[src/rtl/kfli_pkg.sv]
`timescale 1ns / 1ps
// ----------------------------------------------------------------------------
// kfli_pkg
// Shared types and constants for the five-channel keyframe interpolator.
// ----------------------------------------------------------------------------
package kfli_pkg;

  localparam int NCHAN = 5;
  localparam int ACCW  = 32;

  typedef enum logic [1:0] {
    FUNC_TICK  = 2'd0,
    FUNC_STORE = 2'd1,
    FUNC_PLAY  = 2'd2,
    FUNC_NONE  = 2'd3
  } func_t;

  typedef enum logic [2:0] {
    EV_NONE     = 3'd0,
    EV_STORED   = 3'd1,
    EV_DROPPED  = 3'd2,
    EV_STARTED  = 3'd3,
    EV_STOPPED  = 3'd4,
    EV_FINISHED = 3'd5
  } event_t;

  typedef enum logic [2:0] {
    ST_IDLE,
    ST_RD0,
    ST_RD1,
    ST_DIV,
    ST_OUT
  } state_t;

  typedef struct packed {
    logic [1:0]        func;
    logic signed [15:0] thumb_angle;
    logic signed [15:0] index_angle;
    logic signed [15:0] middle_angle;
    logic signed [15:0] ring_angle;
    logic signed [15:0] little_angle;
  } in_item_t;

  typedef struct packed {
    logic signed [15:0] thumb_pos;
    logic signed [15:0] index_pos;
    logic signed [15:0] middle_pos;
    logic signed [15:0] ring_pos;
    logic signed [15:0] little_pos;
    logic               playing;
    logic [2:0]         event_res;
  } out_item_t;

  // Control from sequencer to lanes
  typedef struct packed {
    logic load_cur;    // capture current-frame angle
    logic div_start;   // begin increment division
    logic step;        // add increment to accumulator
    logic set_acc;     // accumulator <- current frame angle
  } lane_ctl_t;

  function automatic logic signed [ACCW-1:0] sat32(input logic signed [ACCW:0] v);
    logic signed [ACCW-1:0] r;
    if (v > 33'sd2147483647)       r = 32'sh7fffffff;
    else if (v < -33'sd2147483648) r = 32'sh80000000;
    else                           r = v[ACCW-1:0];
    return r;
  endfunction

endpackage

[src/rtl/kfli_lane.sv]
`timescale 1ns / 1ps
// ----------------------------------------------------------------------------
// kfli_lane
// One channel: accumulator, increment and a bit-serial signed divider that
// forms (next - cur) * 2^16 / steps, truncated toward zero, saturated.
// ----------------------------------------------------------------------------
module kfli_lane (
  input  logic                    clk,
  input  logic                    rst_n,
  input  kfli_pkg::lane_ctl_t     ctl,
  input  logic signed [15:0]      rd_angle,
  input  logic [15:0]             steps,
  output logic signed [15:0]      pos,
  output logic                    div_busy
);

  // dividend magnitude up to 17+16 = 33 bits
  localparam int DW = 33;

  logic signed [31:0] acc_r, acc_nxt;
  logic signed [31:0] inc_r, inc_nxt;
  logic signed [15:0] cur_r;
  logic [DW-1:0]      quo_r, quo_nxt;
  logic [16:0]        rem_r, rem_nxt;
  logic               neg_r, neg_nxt;
  logic [5:0]         cnt_r, cnt_nxt;
  logic               busy_r, busy_nxt;
  logic               done_r;

  logic signed [16:0] diff;
  logic [16:0]        diff_mag;
  logic [17:0]        trial;
  logic [DW:0]        q_ext;
  logic signed [DW+1:0] q_sgn;

  assign diff     = 17'(rd_angle) - 17'(cur_r);
  assign diff_mag = diff[16] ? 17'(-diff) : 17'(diff);
  assign trial    = {rem_r, quo_r[DW-1]} - {2'b00, steps};

  // signed quotient then saturate
  always_comb begin
    q_ext = {1'b0, quo_r};
    q_sgn = neg_r ? -$signed({1'b0, q_ext}) : $signed({1'b0, q_ext});
  end

  // restoring division, one quotient bit per cycle
  always_comb begin
    quo_nxt  = quo_r;
    rem_nxt  = rem_r;
    neg_nxt  = neg_r;
    cnt_nxt  = cnt_r;
    busy_nxt = busy_r;
    if (ctl.div_start) begin
      quo_nxt  = {diff_mag, 16'd0};
      rem_nxt  = '0;
      neg_nxt  = diff[16];
      cnt_nxt  = 6'(DW);
      busy_nxt = 1'b1;
    end else if (busy_r) begin
      if (!trial[17]) begin
        rem_nxt = trial[16:0];
        quo_nxt = {quo_r[DW-2:0], 1'b1};
      end else begin
        rem_nxt = {rem_r[15:0], quo_r[DW-1]};
        quo_nxt = {quo_r[DW-2:0], 1'b0};
      end
      cnt_nxt = cnt_r - 6'd1;
      if (cnt_r == 6'd1) busy_nxt = 1'b0;
    end
  end

  // load the finished quotient the cycle after the divider goes idle
  assign inc_nxt = done_r ? kfli_pkg::sat32(q_sgn[32:0]) : inc_r;

  always_ff @(posedge clk) begin
    if (!rst_n) begin
      busy_r <= 1'b0;
      cnt_r  <= '0;
      done_r <= 1'b0;
      inc_r  <= '0;
      acc_r  <= '0;
    end else begin
      busy_r <= busy_nxt;
      cnt_r  <= cnt_nxt;
      done_r <= busy_r && !busy_nxt;
      inc_r  <= inc_nxt;
      acc_r  <= acc_nxt;
    end
  end

  always_ff @(posedge clk) begin
    quo_r <= quo_nxt;
    rem_r <= rem_nxt;
    neg_r <= neg_nxt;
    if (ctl.load_cur) cur_r <= rd_angle;
  end

  // accumulator update
  always_comb begin
    acc_nxt = acc_r;
    if (ctl.set_acc)   acc_nxt = {rd_angle, 16'd0};
    else if (ctl.step) acc_nxt = kfli_pkg::sat32(33'(acc_r) + 33'(inc_r));
  end

  assign pos      = acc_r[31:16];
  assign div_busy = busy_r | done_r;

endmodule

[config.mk]
export PLATFORM = sky130hd
export DESIGN_NAME = kfli_lane
export DESIGN_NICKNAME = d
export VERILOG_FILES = /design/src/rtl/kfli_pkg.sv /design/src/rtl/kfli_lane.sv
export SDC_FILE = /design/constraint.sdc
export NUM_CORES = 1
export LEC_CHECK = 0
export BUFFER_PORTS_ARGS = -buffer_cell sky130_fd_sc_hd__buf_2
export CORE_ASPECT_RATIO = 0.6
export CORE_UTILIZATION = 28
export CTS_BUF_LIST = sky130_fd_sc_hd__clkbuf_2
export CTS_CLUSTER_DIAMETER = 80
export DETAILED_ROUTE_END_ITERATION = 6
export SYNTH_ARGS = -nofsm -noshare
export SYNTH_HDL_FRONTEND = slang
export SYNTH_SLANG_ARGS = --single-unit
[constraint.sdc]
create_clock -name clk -period 4.1 [get_ports clk]
set_input_delay 0.615 -clock clk [delete_from_list [all_inputs] [get_ports clk]]
set_output_delay 0.615 -clock clk [all_outputs]
set_load 0.05 [all_outputs]
==> results.py, run 1 <==
metrics = {
    "detailed_routing": {
        "drc_errors": 0,
        "viasPerCell": 5.046,
        "finalWirelength_um": 26410,
        "vias": 8634,
        "routedWlPerCell_um": 15.44,
        "drtAntennaViolNets": 0,
        "drt_iter0_drc": 730,
        "drt-pass1-iter-count": 5,
    },
    "synth": {
        "synth_nets": 1298,
        "yosysWarnings": 0,
        "synth_area_leaders": "dfxtp_1, edfxtp_1, ha_1",
        "synth_edf_count": 34,
        "ys.flop_type": "dfxtp_1",
        "synth_xor_area_frac": 0.07718,
        "yosys_register_bits": 139,
        "synth-simple-area-share": 0.1418,
        "synth_top_family_by_area": "compound AO/OA/AOI/OAI gates",
        "synth_mux_area_frac": 0.03110,
        "synth.distinct_cells": 76,
        "synthAdderAreaFrac": 0.1255,
        "synthArstFlopShare": 0,
        "syn_area_um2": 10100,
        "syn-instance-count": 1189,
        "synth.avg_cell_area_um2": 8.494,
        "synth_top_cell_area_share": 0.2081,
        "synth_compound_area_frac": 0.2542,
        "synth_area_leader_cell": "dfxtp_1",
        "ys_seq_area_frac": 0.3092,
    },
    "clock_tree": {
        "cts_tree": "built",
        "clkLatencyLatePin_ps": 810,
        "clockBufferDepth": 2,
        "cts_root_buf": "clkbuf_2",
        "clk_pin_slew_ps": 240,
        "cts.sinks": 139,
        "post-cts-setup-buffers": 0,
        "cts_buffers": 17,
        "cts_htree_levels": 4,
    },
    "critical_path": {
        "crit_required_ps": 4840,
        "cp.buffers_inverters": 1,
        "cp_top_family": "compound AO/OA/AOI/OAI gates",
        "crit_path_top_delay_cell": "a211oi_1",
        "crit_chain": "ha_1, a21oi_1, o211ai_1, a21o_1, a2111oi_1, nor2_1, a211oi_1, nand3b_1, o311ai_4, buf_4, a21oi_1, o21ai_1",
        "startpoint_type": "register",
        "critical_path_class": "reg -> reg",
        "cp.arrival_ps": 4400,
        "critPathMaxFanout": 19,
        "end_kind": "register",
        "max_stage_delay_ps": 550,
        "cp_common_cell": "a21oi_1",
    },
    "floorplanning": {
        "die_width_um": 247.2,
        "die_h_um": 149.1,
        "die_area_um2": 36860,
        "start_util": 0.2863,
        "ioPinCount": 55,
        "rows": 53,
        "coreArea_um2": 35280,
    },
    "sta": {
        "skew_ps": 50.30,
        "worst_pin_slew_ps": 1080,
        "setup_violations": 0,
        "fin_crit_ps": 3660,
        "max_clock_freq_mhz": 273.2,
        "setup-tns-final_ps": 0,
        "rsz0062_at_grt": "false",
        "hold_viol": 0,
        "final_max_slew_viol_count": 0,
        "post-route-period-util": 0.8927,
        "timing.slew.headroom": 0.2785,
    },
    "worst_hold_path": {
        "hold_path.class": "in -> reg",
    },
    "cells_and_area": {
        "drive_above_1_share": 0.1539,
        "nNetsFinal": 1337,
        "final_cell_mix": "o21ai_0, nor2_1, dfxtp_1",
        "multi_input_area_um2": 6395,
        "final-seq-area_um2": 3126,
        "final_area_um2": 11190,
        "nFillCells": 3752,
        "area_delta_synth_final_pct": 10.77,
        "mostFrequentLayoutCell": "o21ai_0",
    },
    "placed_design": {
        "place_area_um2": 10800,
        "place.gp.congestion": 0.8469,
        "portBuffers": 54,
        "hpwl_um": 19740,
    },
    "global_route": {
        "grt_use_total": 0.1470,
        "grt_max_degree": 64,
        "antenna_found_initial": 1,
        "grt_pass1_wl_um": 42750,
        "grt.overflow.total": 0,
        "grt_pass1_vias": 7808,
    },
    "power": {
        "intPower_mw": 2.270,
        "swShare": 0.3799,
        "p_per_area_nw_per_um2": 327.2,
        "vdd_drop_max_uv": 195.6,
        "combPwrFrac": 0.337,
        "clkPwrFrac": 0.221,
        "leakagePower_nw": 4.614,
        "seq_power_share": 0.443,
        "p_switching_mw": 1.391,
    },
    "flow_run": {
        "cap_violations": 0,
    },
    "status": {
        "status": "finished clean",
    },
}
## per-stage QoR
stage / std cells / power [mW] / util / hold WS, ps / worst slack, ps
after CTS: 1708 / 3.697 / 0.3169 / 91.62 / 361.1
after global placement: 1660 / 2.847 / 0.3062 / 483.8 / 338.5
after detailed placement: 1660 / 2.863 / 0.3062 / 489.9 / 215.4
after floorplan: 1189 / 2.600 / - / 468.5 / 603.2
final: 1711 / 3.661 / 0.3171 / 188.0 / 440.0
after global routing: 1710 / 3.892 / 0.3170 / 93.41 / 108.9
## Yosys cell counts, types with 13 or more instances
cell,number
a22o_1,13
nor3_1,18
nand3_1,14
edfxtp_1,34
o21a_1,16
inv_1,63
nand2_1,66
xnor2_1,44
o31ai_1,14
clkbuf_1,39
a21oi_2,29
a21o_1,25
a211oi_1,16
ha_1,68
o21ai_0,110
mux2i_1,28
dfxtp_1,105
buf_4,20
maj3_2,29
nor2_1,107
xor2_1,45
a21oi_1,86
## layout make-up
cell class | instances | share of cell area
sequential | 139 | 0.2794
multi-input combinational | 914 | 0.5716
tap | 467 | 0.05223
clock buffer | 19 | 0.008500
timing repair buffer | 92 | 0.05547
inverter | 64 | 0.02147
antenna | 3 | 0.0006711
clock inverter | 13 | 0.01063
## worst min-delay path, delay by kind of cell
kind                   cells  cell delay (ps)
AOI/OAI and AO/OA          1               60
buffers and inverters      1              190
and+or+nand+nor            1              100
## state kept, by name (all words and copies together) (netlist names)
name,cells
acc_r,32
busy_r,1
cnt_r,6
cur_r,16
done_r,1
inc_r,32
neg_r,1
quo_r,33
rem_r,17
## metal layers
| metal | GRT usage | part of all wire |
|---|---|---|
| met3 | 0.02914 | 0.041 |
| met4 | 0.03896 | 0.012 |
| met2 | 0.1896 | 0.37 |
| met1 | 0.2370 | 0.57 |
| met5 | 0 | 0 |
## power groups by stage
stage / combinational (mW) / sequential (mW) / clock (mW)
after floorplan: 0.992 / 1.61 / 0
after global placement: 1.20 / 1.65 / 0
after detailed placement: 1.22 / 1.65 / 0
after CTS: 1.23 / 1.62 / 0.844
after global routing: 1.36 / 1.64 / 0.895
final: 1.23 / 1.62 / 0.808
## timing repair
action                     CTS  global route
gates resized for setup      0             1
hold buffers                16             0
hold endpoints to repair    16             0
setup endpoints to repair    0            20
## final timing paths
check	from	end	slack, ps	cells after the start
hold / removal	ctl[0]	acc_r[21]	190	3
setup reg to reg	inc_r[22]	acc_r[18]	440	12
setup / recovery	inc_r[22]	acc_r[18]	440	12
hold reg to reg	cnt_r[1]	cnt_r[1]	510	2
## cells by family after synthesis
family                   Yosys count
AO/OA/AOI/OAI                    396
buffers and inverters            136
adder cells (fa/ha/maj)          103
AND/OR/NAND/NOR                  295
XOR/XNOR                          89
flip-flops                       139
multiplexers                      31
Power figures use the tool's default switching activity.
==> run 2, diff against run 1 <==
MAX_ROUTING_LAYER = met4   (was unset)
==> results.py, run 2 (synthesis results as in run 1) <==
metrics = {
    "status": {
        "status": "finished clean",
    },
    "critical_path": {
        "cp.arrival_ps": 4430,
        "end_kind": "register",
        "cp_common_cell": "a21oi_1",
        "startpoint_type": "register",
        "crit_chain": "ha_1, a21oi_1, o211ai_1, a21o_1, a2111oi_1, nor2_1, a211oi_1, nand3b_1, o311ai_4, buf_4, a21oi_1, o21ai_1",
        "max_stage_delay_ps": 550,
        "crit_path_top_delay_cell": "a211oi_1",
        "critPathMaxFanout": 19,
        "crit_start": "inc_r[22]",
        "critical_path_class": "reg -> reg",
        "crit_required_ps": 4850,
        "worst_r2r_startpoint": "inc_r[22]",
        "r2r_slack_ps": 410,
    },
    "detailed_routing": {
        "viasPerCell": 5.054,
        "finalWirelength_um": 26350,
        "drt-pass1-iter-count": 5,
        "drc_errors": 0,
        "drtAntennaViolNets": 0,
        "drt_iter0_drc": 748,
        "routedWlPerCell_um": 15.40,
        "vias": 8648,
    },
    "sta": {
        "max_clock_freq_mhz": 271.4,
        "timing.slew.headroom": 0.2784,
        "skew_ps": 51.95,
        "rsz0062_at_grt": "false",
        "fin_crit_ps": 3685,
        "post-route-period-util": 0.8988,
        "worst_pin_slew_ps": 1080,
        "setup_violations": 0,
        "setup-tns-final_ps": 0,
        "hold_viol": 0,
        "final_max_slew_viol_count": 0,
    },
    "cells_and_area": {
        "top_regs": "quo_r x33, acc_r x32, inc_r x32",
        "drive_above_1_share": 0.1539,
        "nNetsFinal": 1337,
        "area_delta_synth_final_pct": 10.77,
        "largest_reg_flops": 33,
        "final-seq-area_um2": 3126,
        "top_register": "quo_r",
        "final_cell_mix": "o21ai_0, nor2_1, dfxtp_1",
        "mostFrequentLayoutCell": "o21ai_0",
        "nFillCells": 3752,
        "multi_input_area_um2": 6395,
    },
    "floorplanning": {
        "coreArea_um2": 35280,
        "die_width_um": 247.2,
        "start_util": 0.2863,
        "die_area_um2": 36860,
        "ioPinCount": 55,
        "rows": 53,
        "die_h_um": 149.1,
    },
    "global_route": {
        "grt_max_degree": 64,
        "antenna_found_initial": 1,
        "grt_use_total": 0.1514,
        "grt_pass1_wl_um": 42730,
        "grt.overflow.total": 0,
        "grt_pass1_vias": 7807,
    },
    "worst_hold_path": {
        "hold_path_startpoint": "ctl[0]",
        "hold_path.class": "in -> reg",
    },
    "placed_design": {
        "portBuffers": 54,
        "place.gp.congestion": 0.8602,
        "hpwl_um": 19740,
    },
    "flow_run": {
        "cap_violations": 0,
    },
    "clock_tree": {
        "post-cts-setup-buffers": 0,
        "cts_buffers": 17,
        "cts_tree": "built",
        "clkLatencyLatePin_ps": 820,
        "cts.sinks": 139,
        "cts_htree_levels": 4,
        "clockBufferDepth": 2,
        "clk_pin_slew_ps": 240,
        "cts_root_buf": "clkbuf_2",
    },
    "power": {
        "p_per_area_nw_per_um2": 327.0,
        "power_mw": 3.658,
        "leakagePower_nw": 4.614,
        "vdd_drop_max_uv": 197.6,
    },
}
==> run 2: cell type report <==
| class | instances | share of cell area |
|---|---|---|
| Clock inverter | 13 | 0.01063 |
| Inverter | 64 | 0.02147 |
| Sequential cell | 139 | 0.2794 |
| Tap cell | 467 | 0.05223 |
| Multi-Input combinational cell | 914 | 0.5716 |
| Timing Repair Buffer | 92 | 0.05547 |
| Antenna cell | 3 | 0.0006711 |
| Clock buffer | 19 | 0.008500 |
==> run 2: repair_timing <==
action / in CTS / in global routing
hold endpoints to repair: 16 / 0
hold buffers: 16 / 0
gates resized for setup: 0 / 1
setup endpoints to repair: 0 / 20
==> run 2: path summary, 6_finish.rpt <==
path,cells after the start,end
setup / recovery,12,acc_r[17]
hold / removal,3,acc_r[21]
setup reg to reg,12,acc_r[17]
hold reg to reg,2,cnt_r[1]
==> run 2: worst max-delay path: cells and delay by family, from the launching register on <==
| kind | cells | cell delay, ps |
|---|---|---|
| simple gates | 2 | 440 |
| flops | 1 | 380 |
| buf+inv | 1 | 310 |
| fa+ha+maj | 1 | 390 |
| compound gates | 8 | 2080 |
==> run 2: routing by layer <==
metal,global-route usage,vias to the layer above,wire length [um]
met5,-,-,0
met4,0.04755,0,460
met2,0.1884,193,9753
li1,-,4394,-
met3,0.02644,34,1206
met1,0.2367,4027,14930
==> run 2: per-stage QoR <==
stage / hold WS (ps) / instances / setup WS [ps] / utilization / cell area, um^2
3_5_place_dp: 489.9 / 1660 / 215.4 / 0.3062 / 10800
4_1_cts: 91.62 / 1708 / 361.1 / 0.3169 / 11180
2_1_floorplan: 468.5 / 1189 / 603.2 / - / 10100
3_3_place_gp: 483.8 / 1660 / 338.5 / 0.3062 / 10800
6_report: 171.3 / 1711 / 414.8 / 0.3171 / 11190
5_1_grt: 104.6 / 1710 / 109.2 / 0.3170 / 11180
==> run 2: where the power goes <==
part	internal [mW]	switching, mW
clock	0.225	0.582
sequential	1.52	0.103
combinational	0.527	0.703
total	2.27	1.39
